File: src/rtl/core/spsc_pkg.sv
// shared types and constants for the screen power state controller
package spsc_pkg;

   localparam int unsigned FIELD_BITS        = 24;
   localparam int unsigned TIMER_BITS_DEFAULT = 24;

   localparam logic [FIELD_BITS-1:0] SLEEP_TIMEOUT_RESET = 24'd3000;
   localparam logic [FIELD_BITS-1:0] DIM_TIMEOUT_RESET   = 24'd0;

   localparam logic [7:0] LEVEL_NORMAL = 8'd200;
   localparam logic [7:0] LEVEL_DIM    = 8'd20;
   localparam logic [7:0] LEVEL_SLEEP  = 8'd0;

   localparam logic [1:0] MODE_CODE_NORMAL = 2'd0;
   localparam logic [1:0] MODE_CODE_DIM    = 2'd1;
   localparam logic [1:0] MODE_CODE_SLEEP  = 2'd2;

   localparam logic [2:0] REQ_TICK     = 3'd0;
   localparam logic [2:0] REQ_ACTIVITY = 3'd1;
   localparam logic [2:0] REQ_POWER    = 3'd2;
   localparam logic [2:0] REQ_SLEEP    = 3'd3;
   localparam logic [2:0] REQ_LOCK     = 3'd4;

   localparam logic CSR_DIM_TIMEOUT   = 1'b0;
   localparam logic CSR_SLEEP_TIMEOUT = 1'b1;

   typedef enum logic [2:0] {
      ST_NORMAL = 3'b001,
      ST_DIM    = 3'b010,
      ST_SLEEP  = 3'b100
   } state_type;

   typedef struct packed {
      logic [2:0]            req_type;
      logic [FIELD_BITS-1:0] activity_ms;
      logic                  key_down;
      logic                  lock_value;
   } spsc_request_type;

   typedef struct packed {
      logic [1:0] power_state;
      logic       screen_on;
      logic [7:0] backlight_level;
      logic       state_changed;
   } spsc_result_type;

   typedef struct packed {
      state_type mode;
      logic      run;
      logic      lock;
   } spsc_ctrl_type;

endpackage

File: src/rtl/core/spsc_next.sv
// next-state and result logic for one request
module spsc_next #(
   parameter int unsigned TIMER_BITS = spsc_pkg::TIMER_BITS_DEFAULT
) (
   input  spsc_pkg::spsc_request_type         req,
   input  spsc_pkg::spsc_ctrl_type            ctrl,
   input  logic [TIMER_BITS-1:0]              rem,
   input  logic [spsc_pkg::FIELD_BITS-1:0]    dim_timeout,
   input  logic [spsc_pkg::FIELD_BITS-1:0]    sleep_timeout,
   output spsc_pkg::spsc_ctrl_type            ctrl_next,
   output logic [TIMER_BITS-1:0]              rem_next,
   output spsc_pkg::spsc_result_type          result
);

   localparam int unsigned WIDE =
      (TIMER_BITS > spsc_pkg::FIELD_BITS) ? TIMER_BITS : spsc_pkg::FIELD_BITS;
   localparam logic [WIDE-1:0] TIMER_MAX = WIDE'({TIMER_BITS{1'b1}});

   function automatic logic [TIMER_BITS-1:0] sat_len(
      input logic [spsc_pkg::FIELD_BITS-1:0] len
   );
      logic [WIDE-1:0] len_w;
      len_w = WIDE'(len);
      if (len_w > TIMER_MAX) begin
         sat_len = {TIMER_BITS{1'b1}};
      end else begin
         sat_len = len_w[TIMER_BITS-1:0];
      end
   endfunction

   logic [spsc_pkg::FIELD_BITS-1:0] act_len;
   logic [TIMER_BITS-1:0]           sat_dim;
   logic [TIMER_BITS-1:0]           sat_sleep;
   logic [TIMER_BITS-1:0]           sat_act;
   logic                            dim_on;
   logic                            arm_ok;

   assign act_len   = (req.activity_ms > dim_timeout) ? req.activity_ms : dim_timeout;
   assign sat_dim   = sat_len(dim_timeout);
   assign sat_sleep = sat_len(sleep_timeout);
   assign sat_act   = sat_len(act_len);
   assign dim_on    = (dim_timeout != '0);
   assign arm_ok    = !ctrl.lock && dim_on;

   always_comb begin
      ctrl_next = ctrl;
      rem_next  = rem;
      case (req.req_type)
         spsc_pkg::REQ_TICK: begin
            if (ctrl.run) begin
               if (rem <= TIMER_BITS'(1)) begin
                  ctrl_next.run = 1'b0;
                  rem_next      = '0;
                  if (ctrl.mode == spsc_pkg::ST_NORMAL) begin
                     ctrl_next.mode = spsc_pkg::ST_DIM;
                     ctrl_next.run  = 1'b1;
                     rem_next       = sat_sleep;
                  end else if (ctrl.mode == spsc_pkg::ST_DIM) begin
                     ctrl_next.mode = spsc_pkg::ST_SLEEP;
                  end
               end else begin
                  rem_next = rem - TIMER_BITS'(1);
               end
            end
         end
         spsc_pkg::REQ_ACTIVITY: begin
            if (ctrl.mode != spsc_pkg::ST_SLEEP) begin
               ctrl_next.mode = spsc_pkg::ST_NORMAL;
               if (arm_ok) begin
                  ctrl_next.run = 1'b1;
                  rem_next      = sat_act;
               end else if (ctrl.mode == spsc_pkg::ST_DIM) begin
                  ctrl_next.run = 1'b0;
               end
            end
         end
         spsc_pkg::REQ_POWER: begin
            if (req.key_down) begin
               if (ctrl.mode == spsc_pkg::ST_NORMAL) begin
                  ctrl_next.mode = spsc_pkg::ST_SLEEP;
                  ctrl_next.run  = 1'b0;
               end else begin
                  ctrl_next.mode = spsc_pkg::ST_NORMAL;
                  ctrl_next.run  = arm_ok;
                  if (arm_ok) begin
                     rem_next = sat_dim;
                  end
               end
            end
         end
         spsc_pkg::REQ_SLEEP: begin
            if (!ctrl.lock && ctrl.mode != spsc_pkg::ST_SLEEP) begin
               ctrl_next.mode = spsc_pkg::ST_SLEEP;
               ctrl_next.run  = 1'b0;
            end
         end
         spsc_pkg::REQ_LOCK: begin
            if (req.lock_value != ctrl.lock) begin
               ctrl_next.lock = req.lock_value;
               if (req.lock_value) begin
                  ctrl_next.run  = 1'b0;
                  ctrl_next.mode = spsc_pkg::ST_NORMAL;
               end else if (dim_on) begin
                  ctrl_next.run = 1'b1;
                  rem_next      = sat_dim;
               end
            end
         end
         default: begin
            // unknown request codes leave everything as is
         end
      endcase
   end

   always_comb begin
      result.state_changed = (ctrl_next.mode != ctrl.mode);
      result.screen_on     = (ctrl_next.mode != spsc_pkg::ST_SLEEP);
      case (ctrl_next.mode)
         spsc_pkg::ST_NORMAL: begin
            result.power_state     = spsc_pkg::MODE_CODE_NORMAL;
            result.backlight_level = spsc_pkg::LEVEL_NORMAL;
         end
         spsc_pkg::ST_DIM: begin
            result.power_state     = spsc_pkg::MODE_CODE_DIM;
            result.backlight_level = spsc_pkg::LEVEL_DIM;
         end
         default: begin
            result.power_state     = spsc_pkg::MODE_CODE_SLEEP;
            result.backlight_level = spsc_pkg::LEVEL_SLEEP;
         end
      endcase
   end

endmodule

File: src/rtl/core/screen_power_state_controller.sv
// top level of the screen power state controller
//
//   port group | direction | holds
//   req_*      | in        | one event request (spsc_request_type)
//   rsp_*      | out       | one result per request (spsc_result_type)
//   csr_*      | in        | timeout register writes
//
// one request per clock while rsp_stall is low; a taken request passes the input register,
// then the result register, to rsp, and the next state is updated with the result register.
// reset is synchronous: normal state, timer stopped, unlocked, dim timeout 0, sleep 3000.
// rsp_stall holds the result register; the input register then fills and req_stall rises
// only while both registers are full and the result is not being taken.
module screen_power_state_controller #(
   parameter int unsigned TIMER_BITS = spsc_pkg::TIMER_BITS_DEFAULT
) (
   input  logic                            clock,
   input  logic                            reset,
   input  logic                            req_valid,
   output logic                            req_stall,
   input  spsc_pkg::spsc_request_type      req_data,
   output logic                            rsp_valid,
   input  logic                            rsp_stall,
   output spsc_pkg::spsc_result_type       rsp_data,
   input  logic                            csr_wr_en,
   input  logic                            csr_index,
   input  logic [spsc_pkg::FIELD_BITS-1:0] csr_wr_data
);

   logic                            in_valid_ff;
   logic                            in_valid_in;
   spsc_pkg::spsc_request_type      in_data_ff;
   logic                            out_valid_ff;
   logic                            out_valid_in;
   spsc_pkg::spsc_result_type       out_data_ff;
   spsc_pkg::spsc_ctrl_type         ctrl_ff;
   spsc_pkg::spsc_ctrl_type         ctrl_in;
   logic [TIMER_BITS-1:0]           rem_ff;
   logic [TIMER_BITS-1:0]           rem_in;
   logic [spsc_pkg::FIELD_BITS-1:0] dim_timeout_ff;
   logic [spsc_pkg::FIELD_BITS-1:0] sleep_timeout_ff;
   spsc_pkg::spsc_result_type       result;
   logic                            advance;
   logic                            req_take;

   spsc_next #(
      .TIMER_BITS(TIMER_BITS)
   ) u_next (
      .req           (in_data_ff),
      .ctrl          (ctrl_ff),
      .rem           (rem_ff),
      .dim_timeout   (dim_timeout_ff),
      .sleep_timeout (sleep_timeout_ff),
      .ctrl_next     (ctrl_in),
      .rem_next      (rem_in),
      .result        (result)
   );

   // request in the input register moves on when the result register is free
   assign advance      = in_valid_ff && (!out_valid_ff || !rsp_stall);
   assign req_stall    = in_valid_ff && !advance;
   assign req_take     = req_valid && !req_stall;
   assign in_valid_in  = req_take || (in_valid_ff && !advance);
   assign out_valid_in = advance || (out_valid_ff && rsp_stall);

   assign rsp_valid = out_valid_ff;
   assign rsp_data  = out_data_ff;

   always_ff @(posedge clock) begin
      if (reset) begin
         in_valid_ff      <= 1'b0;
         out_valid_ff     <= 1'b0;
         ctrl_ff.mode     <= spsc_pkg::ST_NORMAL;
         ctrl_ff.run      <= 1'b0;
         ctrl_ff.lock     <= 1'b0;
         rem_ff           <= '0;
         dim_timeout_ff   <= spsc_pkg::DIM_TIMEOUT_RESET;
         sleep_timeout_ff <= spsc_pkg::SLEEP_TIMEOUT_RESET;
      end else begin
         in_valid_ff  <= in_valid_in;
         out_valid_ff <= out_valid_in;
         if (advance) begin
            ctrl_ff <= ctrl_in;
            rem_ff  <= rem_in;
         end
         if (csr_wr_en) begin
            case (csr_index)
               spsc_pkg::CSR_DIM_TIMEOUT:   dim_timeout_ff   <= csr_wr_data;
               spsc_pkg::CSR_SLEEP_TIMEOUT: sleep_timeout_ff <= csr_wr_data;
               default: begin
               end
            endcase
         end
      end
   end

   always_ff @(posedge clock) begin
      if (req_take) begin
         in_data_ff <= req_data;
      end
      if (advance) begin
         out_data_ff <= result;
      end
   end

`ifndef SYNTHESIS
   // lock always leaves the dim timer stopped
   a_lock_stops_timer: assert property (@(posedge clock) disable iff (reset)
      ctrl_ff.lock |-> !ctrl_ff.run)
      else $error("timer running while locked");

   // dim is only left by timeout, activity, key, sleep request or lock, so its timer runs
   a_dim_timer_runs: assert property (@(posedge clock) disable iff (reset)
      (ctrl_ff.mode == spsc_pkg::ST_DIM) |-> ctrl_ff.run)
      else $error("dim state without a running timer");

   // a held request reaches an empty result register in the next cycle
   a_request_moves: assert property (@(posedge clock) disable iff (reset)
      (in_valid_ff && !out_valid_ff) |=> out_valid_ff)
      else $error("request not moved to result register");
`endif

endmodule

File: config.mk
export PLATFORM = sky130hd
export DESIGN_NAME = screen_power_state_controller
export DESIGN_NICKNAME = d
export VERILOG_FILES = /design/src/rtl/core/spsc_pkg.sv /design/src/rtl/core/spsc_next.sv /design/src/rtl/core/screen_power_state_controller.sv
export SDC_FILE = /design/constraint.sdc
export NUM_CORES = 1
export LEC_CHECK = 0
export BUFFER_PORTS_ARGS = -buffer_cell sky130_fd_sc_hd__buf_4
export CAP_MARGIN = 40
export CORE_UTILIZATION = 30
export CTS_CLUSTER_DIAMETER = 30
export DETAILED_ROUTE_END_ITERATION = 8
export GPL_TIMING_DRIVEN = 0
export SYNTH_ARGS = -nofsm -noshare
export SYNTH_HDL_FRONTEND = slang
export SYNTH_SLANG_ARGS = --single-unit
export TNS_END_PERCENT = 10
File: constraint.sdc
create_clock -name clock -period 3.35 [get_ports clock]
set_clock_uncertainty 0.2 [all_clocks]
set_input_delay 0.335 -clock clock [delete_from_list [all_inputs] [get_ports clock]]
set_output_delay 0.335 -clock clock [all_outputs]
set_load 0.1 [all_outputs]
==> reports/qor_table.md, run 1 <==
| Quantity | Value | Unit |
|:---|:---|:---|
| Status | completed | - |
| Clock slew at reported path FFs | 0.05 | ns |
| Cell count after synthesis | 739 | - |
| Overall Power | 4.29 | mW |
| Number of stages on the worst hold path | 5 | - |
| Vias after detailed routing | 6,025 | - |
| Share of Yosys cell area claimed by the top area cell type | 25.6 | % |
| Max Buffers Root-to-Sink | 2 | - |
| RSZ-0062 raised after global routing | true | - |
| Clock tree from TritonCTS | yes | - |
| Post-synth cell types | 67 | - |
| Quantity of I/O buffers inserted on ports | 68 | - |
| Cell Area, Placed | 7040 | um^2 |
| Power density over the cells | 522 | nW/um^2 |
| CTS Root Cell | sky130_fd_sc_hd__clkbuf_16 | - |
| Flip-flop and latch count after synthesis | 113 | - |
| Number of cells on the critical path | 9 | - |
| Area growth from synthesis to layout | 33.1 | % |
| Diodes inserted | 0 | - |
| Number of max-cap violations | 0 | - |
| Count of nets left with antenna violations after detail routing | 0 | - |
| Commonest cells in the synthesized netlist | sky130_fd_sc_hd__nand2_1, sky130_fd_sc_hd__dfxtp_1, sky130_fd_sc_hd__a21oi_1, sky130_fd_sc_hd__nor2_1, sky130_fd_sc_hd__o21ai_0 | - |
| Starting density of the core | 30.5 | % |
| Crit path kind | flop to flop | - |
| Hold Slack | 0.211 | ns |
| Setup repair bufs after CTS | 0 | - |
| Combined global-route utilization of all metal layers | 19.5 | % |
| Final Setup Violations | 0 | - |
| Total wirelength of the detailed-routed design | 20,100 | um |
| Number of DRC violations after detailed routing | 0 | - |
| Final standard cell area without fillers | 8230 | um^2 |
| Leakage Power | 3.09 | nW |
| Maximum number of pins on one net before global-route repair | 30 | - |
| Detailed-placement wirelength estimate | 14,700 | um |
| Final-stage net count | 969 | - |
| Max IR drop VDD | 0.346 | mV |
| Data required time at the worst endpoint | 3.47 | ns |
| Die Outline Area | 21,200 | um^2 |
| Netlist area before placement | 6180 | um^2 |
| Top achievable clock speed | 310 | MHz |
| Iteration count of the initial detailed-routing pass | 6 | - |
| Final Max Slew Viols | 0 | - |
| Via density per instance | 5.17 | - |
| Clock sink count | 113 | - |
| Top cells by area, synth | sky130_fd_sc_hd__dfxtp_1, sky130_fd_sc_hd__edfxtp_1, sky130_fd_sc_hd__nand2_1, sky130_fd_sc_hd__ha_1, sky130_fd_sc_hd__a21oi_1 | - |
| Fraction of registers with async set/reset | 0 | % |
| Largest area contributor in the synthesized netlist | sky130_fd_sc_hd__dfxtp_1 | - |
| Share of layout cells above drive strength 1 | 14.7 | % |
| Floorplan Core Area | 20,200 | um^2 |
| Layout Utilization | 40.7 | % |
| Most used flip-flop cell after synthesis | sky130_fd_sc_hd__dfxtp_1 | - |
| FP Rows | 52 | - |
| Normalized max-slew margin | 43.0 | % |
| Final hold violation count | 0 | - |
| Count of flip-flops with a built-in enable after synthesis | 34 | - |
| Worst-skew pair later-pin latency | 0.42 | ns |
| Startpoint type of the worst setup path | flop | - |
| Type of destination of the critical path | flop | - |
| Routed wire length per instance | 17.2 | um |
| Crit Path Max Fanout | 10 | - |
| Per-instance average area after synthesis | 8.36 | um^2 |
| Number of global-route vias before repair | 5,783 | - |
| Reg2Reg Depth | 9 | - |
| Worst Max-Slew Pin Slew | 0.855 | ns |
| Portion of the clock cycle consumed by the worst path in the final layout | 96.3 | % |
| Sequential-to-total area share from yosys stat | 42.1 | % |
| Stage delay of the slowest cell on the critical path | 0.47 | ns |
| Number of primary I/O pins | 73 | - |
| Global-route wire length before repair | 31,800 | um |
| Warnings, synthesis | 0 | - |
| Die width | 146 | um |
| CP Buf/Inv Count | 2 | - |
| Cell type of the slowest stage on the worst timing path | sky130_fd_sc_hd__dfxtp_1 | - |
| H-tree Lvls | 4 | - |
| Die Span Y | 146 | um |
| Number of antenna violations at the first check in global routing | 0 | - |
| Leading cell type by number of instances after synthesis | sky130_fd_sc_hd__nand2_1 | - |
| Endpoint arrival time on the critical path | 3.34 | ns |
| CTS Buf Count | 17 | - |
| Path type of the worst min-delay path | input port to flop | - |
| Worst path cell trace | inv_1, ha_1, nand4_1, nor4_4, o211ai_1, a21oi_2, clkbuf_2, nand2_1, a311oi_1 | - |
| Fillers | 2,008 | - |
| Cell class contributing the biggest share of worst-path delay | compound AO/OA/AOI/OAI gates | - |
| Number of DRC markers in iteration 0 | 545 | - |
| Overflow after GRT | 0 | - |
| Final period demand of the worst path | 3.23 | ns |
| Last weighted congestion value of the routability-driven placer | 0.900 | - |
layer usage:
metal  routed length (um)  up-vias  share of wire, %  track usage (%)
met5                    0        -                 0                0
met4                  729        0               3.6             9.32
met3                 1260       48               6.3             4.55
met2                 9300      225                46             30.8
met1                 8810     2828                44             25.0
li1                     -     2924                 -                -
layout by cell type, fill, tap and decap left out, types with 7 or more instances in the layout:
cell | synthesis | layout
sky130_fd_sc_hd__dfxtp_1 | 79 | 79
sky130_fd_sc_hd__dlygate4sd3_1 | 0 | 55
sky130_fd_sc_hd__nand2_1 | 138 | 138
sky130_fd_sc_hd__a311oi_1 | 13 | 13
sky130_fd_sc_hd__nor4_1 | 8 | 7
sky130_fd_sc_hd__xnor2_1 | 10 | 10
sky130_fd_sc_hd__o21ai_0 | 44 | 44
sky130_fd_sc_hd__clkbuf_16 | 0 | 17
sky130_fd_sc_hd__a211oi_1 | 21 | 21
sky130_fd_sc_hd__clkbuf_1 | 34 | 35
sky130_fd_sc_hd__inv_1 | 34 | 34
sky130_fd_sc_hd__a221oi_1 | 14 | 14
sky130_fd_sc_hd__buf_4 | 8 | 76
sky130_fd_sc_hd__nor3_1 | 10 | 10
sky130_fd_sc_hd__xor2_1 | 10 | 10
sky130_fd_sc_hd__nand3_1 | 21 | 21
sky130_fd_sc_hd__edfxtp_1 | 34 | 34
sky130_fd_sc_hd__nor2_1 | 62 | 62
sky130_fd_sc_hd__nand3b_1 | 10 | 10
sky130_fd_sc_hd__ha_1 | 27 | 27
sky130_fd_sc_hd__a21oi_1 | 62 | 61
sky130_fd_sc_hd__nand4_1 | 14 | 14
tightest hold or removal path, stage by stage:
cell and delay [ns]:
sky130_fd_sc_hd__buf_4 0.09, sky130_fd_sc_hd__nor2b_1 0.04, sky130_fd_sc_hd__clkbuf_1 0.16, sky130_fd_sc_hd__nand2_1 0.10, sky130_fd_sc_hd__a21oi_1 0.05
registers in the layout, summed over array words and instances (netlist names):
name,count
in_data_ff,29
dim_timeout_ff,24
rem_ff,24
sleep_timeout_ff,24
ctrl_ff,5
rsp_data,5
in_valid_ff,1
rsp_valid,1
what timing repair did:
item | CTS | global route
gates resized for setup | 3 | 10
hold buffers | 55 | 0
hold endpoints to repair | 76 | 0
setup endpoints to repair | 22 | 22
pin swaps | 0 | 0
path summary, 6_finish.rpt:
kind         slack (ns)                  end                 from
max                0.12            rem_ff[6]   dim_timeout_ff[21]
min                0.21    dim_timeout_ff[9]            csr_index
max reg2reg        0.12            rem_ff[6]   dim_timeout_ff[21]
min reg2reg        0.26  sleep_timeout_ff[0]  sleep_timeout_ff[0]
power by group:
part,switching [mW],internal (mW),leakage (nW),total [mW]
Combinational,0.554,0.365,1.83,0.919
Sequential,0.0747,1.49,0.975,1.56
Clock,0.620,1.19,0.288,1.81
cell type report:
cell class              instances  area, um^2  share of cell area [%]
clock inverters                 5        77.6                   0.943
clock buffers                  27         513                    6.24
multi-input cells             544        3260                    39.7
inverters                      34         128                    1.55
plain buffers                  50         244                    2.97
well taps                     270         338                    4.11
repair buffers                123        1060                    12.9
flip-flops and latches        113        2600                    31.6
stage by stage:
stage               setup slack, ns  TNS (ns)  cells
floorplan                     0.411         0    741
global placement             -0.233     -4.08   1079
detailed placement           -0.283     -5.08   1079
CTS                          0.0299         0   1166
global route               -0.00654  -0.00654   1166
finish                        0.125         0   1166
cell families after synthesis:
family	synth area share, %
other	0.0607
muxes	0.486
buffers and inverters	5.93
DFF	42.1
xor gates and xnor gates	2.83
adders and majority gates	5.47
AOI/OAI and AO/OA	19.7
and+or+nand+nor	23.5
Note: power is estimated with default switching activity, not from simulation.
==> inputs of run 2 (changes only) <==
--- a/config.mk
+++ b/config.mk
@@ -5,12 +5,13 @@
 export SDC_FILE = /design/constraint.sdc
 export NUM_CORES = 1
 export LEC_CHECK = 0
-export BUFFER_PORTS_ARGS = -buffer_cell sky130_fd_sc_hd__buf_4
 export CAP_MARGIN = 40
 export CORE_UTILIZATION = 30
 export CTS_CLUSTER_DIAMETER = 30
 export DETAILED_ROUTE_END_ITERATION = 8
+export DONT_BUFFER_PORTS = 1
 export GPL_TIMING_DRIVEN = 0
+export REMOVE_ABC_BUFFERS = 1
 export SYNTH_ARGS = -nofsm -noshare
 export SYNTH_HDL_FRONTEND = slang
 export SYNTH_SLANG_ARGS = --single-unit
==> run 2 against run 1 <==
Register-to-register slack better by 0.09 ns. Count of clock-buffer cells in the layout fell by 10. Cell area is 3.3% lower. Global-route usage fell by 2.4 points. Via count decreased by 7.5%. Non-clock buffer count decreased by 96. Sequential power is essentially flat. Maximum frequency up 2.9%. Routed wire length down 14%. Largest power group unchanged. Sequential share of layout area rose by 1.1 points. Power rose by 3.5%. Sequential cell count stayed put.
==> reports/qor_table.md, run 2 (same netlist as run 1, synthesis figures left out) <==
| Quantity | Value | Unit | Delta |
|:---|:---|:---|:---|
| Status | completed | - |  |
| Vias after detailed routing | 5,572 | - | -7.5% |
| GR Util met3 | 4.67 | % | +0.13 points |
| Met2 usage | 27.5 | % | -3.3 points |
| Layout Utilization | 39.3 | % | -1.3 points |
| Worst reg2reg path startpoint | in_data_ff[22] | - |  |
| Final hold violation count | 0 | - | unchanged |
| Die Outline Area | 21,200 | um^2 | unchanged |
| Setup crit end | rem_ff[0] | - |  |
| Total wirelength of the detailed-routed design | 17,200 | um | -14% |
| Number of global-route vias before repair | 5,447 | - | -5.8% |
| Worst Max-Slew Pin Slew | 0.889 | ns | +0.0344 ns |
| Power density over the cells | 558 | nW/um^2 | +6.9% |
| Number of stages on the worst hold path | 3 | - | -2 |
| Maximum number of pins on one net before global-route repair | 80 | - | +170% |
| Quantity of I/O buffers inserted on ports | 0 | - | -100% |
| Clock tree from TritonCTS | yes | - |  |
| Clock sink count | 113 | - | unchanged |
| Leading cell type in the layout, fill and taps excluded | sky130_fd_sc_hd__nand2_1 | - |  |
| FP Rows | 52 | - | unchanged |
| Floorplan Core Area | 20,200 | um^2 | unchanged |
| Final Max Slew Viols | 0 | - | unchanged |
| Clock slew at reported path FFs | 0.06 | ns | about the same |
| Number of DRC violations after detailed routing | 0 | - | unchanged |
| Worst-skew pair later-pin latency | 0.43 | ns | about the same |
| Setup TNS Final | 0 | ns | unchanged |
| Final period demand of the worst path | 3.13 | ns | -0.0909 ns |
| Total area of sequential cells | 2600 | um^2 | unchanged |
| Combined global-route utilization of all metal layers | 17.1 | % | -2.4 points |
| Die Span Y | 146 | um | unchanged |
| Die width | 146 | um | unchanged |
| Data required time at the worst endpoint | 3.48 | ns | about the same |
| Normalized max-slew margin | 40.8 | % | -2.2 points |
| Detailed-placement wirelength estimate | 12,300 | um | -16% |
| Global-route wire length before repair | 28,500 | um | -10% |
| Worst reg2reg endpoint | rem_ff[0] | - |  |
| Max Buffers Root-to-Sink | 2 | - | unchanged |
| Startpoint type of the worst setup path | flop | - |  |
| Area growth from synthesis to layout | 28.8 | % |  |
| Number of primary I/O pins | 73 | - | unchanged |
| H-tree Lvls | 4 | - | unchanged |
| Type of destination of the critical path | flop | - |  |
| Starting density of the core | 30.5 | % | unchanged |
| Reg-to-reg setup timing slack | 0.22 | ns | +0.09 ns |
| Routed wire length per instance | 16.1 | um | -6.6% |
| Diodes inserted | 0 | - | unchanged |
| Crit path kind | flop to flop | - |  |
| Non-filler cells in the finished layout | 1,070 | - | -8.2% |
| Iteration count of the initial detailed-routing pass | 6 | - | unchanged |
| Count of nets left with antenna violations after detail routing | 0 | - | unchanged |
| Met1 routing resource usage after global routing | 21.6 | % | -3.4 points |
| Pre-CTS setup slack | -0.0647 | ns | +0.219 ns |
| Largest Register | in_data_ff | - |  |
| CTS Buf Count | 17 | - | unchanged |
| Most frequent cells in the layout | sky130_fd_sc_hd__nand2_1, sky130_fd_sc_hd__dfxtp_1, sky130_fd_sc_hd__nor2_1 | - |  |
| Max IR drop VDD | 0.442 | mV | +28% |
| Flip-flop count of the largest register, all copies and words added | 29 | - | unchanged |
| Leakage Power | 2.85 | nW | -7.9% |
| GRT busiest layer | met2 | - |  |
| Last weighted congestion value of the routability-driven placer | 0.835 | - | -7.2% |
| Setup ws final | 0.216 | ns | +0.0909 ns |
| Worst Hold Launch | csr_index | - |  |
| Reg2Reg Depth | 8 | - | -1 |
| Number of max-cap violations | 0 | - | unchanged |
| Placed cell count | 981 | - | -9.1% |
| Via density per instance | 5.21 | - | +0.78% |
| Fillers | 2,045 | - | +1.8% |
| Portion of the clock cycle consumed by the worst path in the final layout | 93.6 | % | -2.7 points |
| Endpoint arrival time on the critical path | 3.26 | ns | -0.08 ns |
| Source of the critical timing path | in_data_ff[22] | - |  |
| Overflow after GRT | 0 | - | unchanged |
| Top achievable clock speed | 319 | MHz | +2.9% |
| Total area of multi-input combinational cells | 3270 | um^2 | +0.31% |
| Number of DRC markers in iteration 0 | 410 | - | -25% |
| Final-stage net count | 873 | - | -9.9% |
| CTS Root Cell | sky130_fd_sc_hd__clkbuf_16 | - |  |
| Number of antenna violations at the first check in global routing | 0 | - | unchanged |
| Share of layout cells above drive strength 1 | 9.38 | % | -5.4 points |
| Path type of the worst min-delay path | input port to flop | - |  |
| Crit Path Max Fanout | 13 | - | +3 |
| Final Setup Violations | 0 | - | unchanged |
-- run 2: cell count changes in the layout (fill, tap and decap cells not counted), moves of 4 or more --
cell,delta
sky130_fd_sc_hd__inv_6,+4
sky130_fd_sc_hd__buf_8,+10
sky130_fd_sc_hd__buf_4,-75
sky130_fd_sc_hd__buf_2,-4
sky130_fd_sc_hd__clkbuf_1,-35
sky130_fd_sc_hd__buf_16,+8
sky130_fd_sc_hd__clkbuf_8,-5
sky130_fd_sc_hd__clkbuf_2,-5
-- run 2: repair_timing --
item,in CTS,in global routing
pin swaps,0,1
hold buffers,56,0
setup buffers,0,1
endpoints found under the hold margin,108,0
gates resized for setup,1,5
setup endpoints to repair,13,25
cloned,0,0
-- run 2: final cells by class --
type,count,area share (%)
multi-input combinational,544,41.1
sequential,113,32.7
timing repair buffer,77,12.1
clock buffer,17,5.35
tap,270,4.24
clock inverter,15,2.89
inverter,34,1.60
-- run 2: worst min path at each step --
stage                               endpoint  slack [ns]
after floorplan                   ctrl_ff[4]        0.20
after global placement            ctrl_ff[4]        0.21
after detailed placement          ctrl_ff[4]        0.21
after CTS                 dim_timeout_ff[10]        0.01
after global routing      dim_timeout_ff[13]        0.03
final                     dim_timeout_ff[10]        0.02
-- run 2: routing by layer --
| metal | part of all wire, % | routed length (um) |
|---|---|---|
| met1 | 46 | 7990 |
| met2 | 47 | 8070 |
| met3 | 5.2 | 894 |
| met4 | 1.5 | 262 |
| met5 | 0 | 0 |
-- run 2: where the power goes --
group	leakage, nW	internal [mW]	switching [mW]
Clock	0.311	1.33	0.702
Sequential	0.975	1.49	0.0922
Combinational	1.56	0.337	0.494
-- run 2: critical path, cell delays in order (launching register included) --
cell	delay, ns
sky130_fd_sc_hd__edfxtp_1	0.48
sky130_fd_sc_hd__ha_1	0.33
sky130_fd_sc_hd__nand4_1	0.19
sky130_fd_sc_hd__nor4_2	0.47
sky130_fd_sc_hd__o211ai_1	0.32
sky130_fd_sc_hd__a21oi_4	0.46
sky130_fd_sc_hd__buf_8	0.21
sky130_fd_sc_hd__a221oi_1	0.10
sky130_fd_sc_hd__a221oi_1	0.27
-- run 2: metrics by stage --
stage	hold WS, ns	cell area (um^2)	power (mW)
floorplan	0.200	5950	2.11
global placement	0.209	6290	2.29
detailed placement	0.213	6680	2.35
CTS	0.0106	7930	4.47
global route	0.0318	7960	4.63
finish	0.0245	7960	4.44
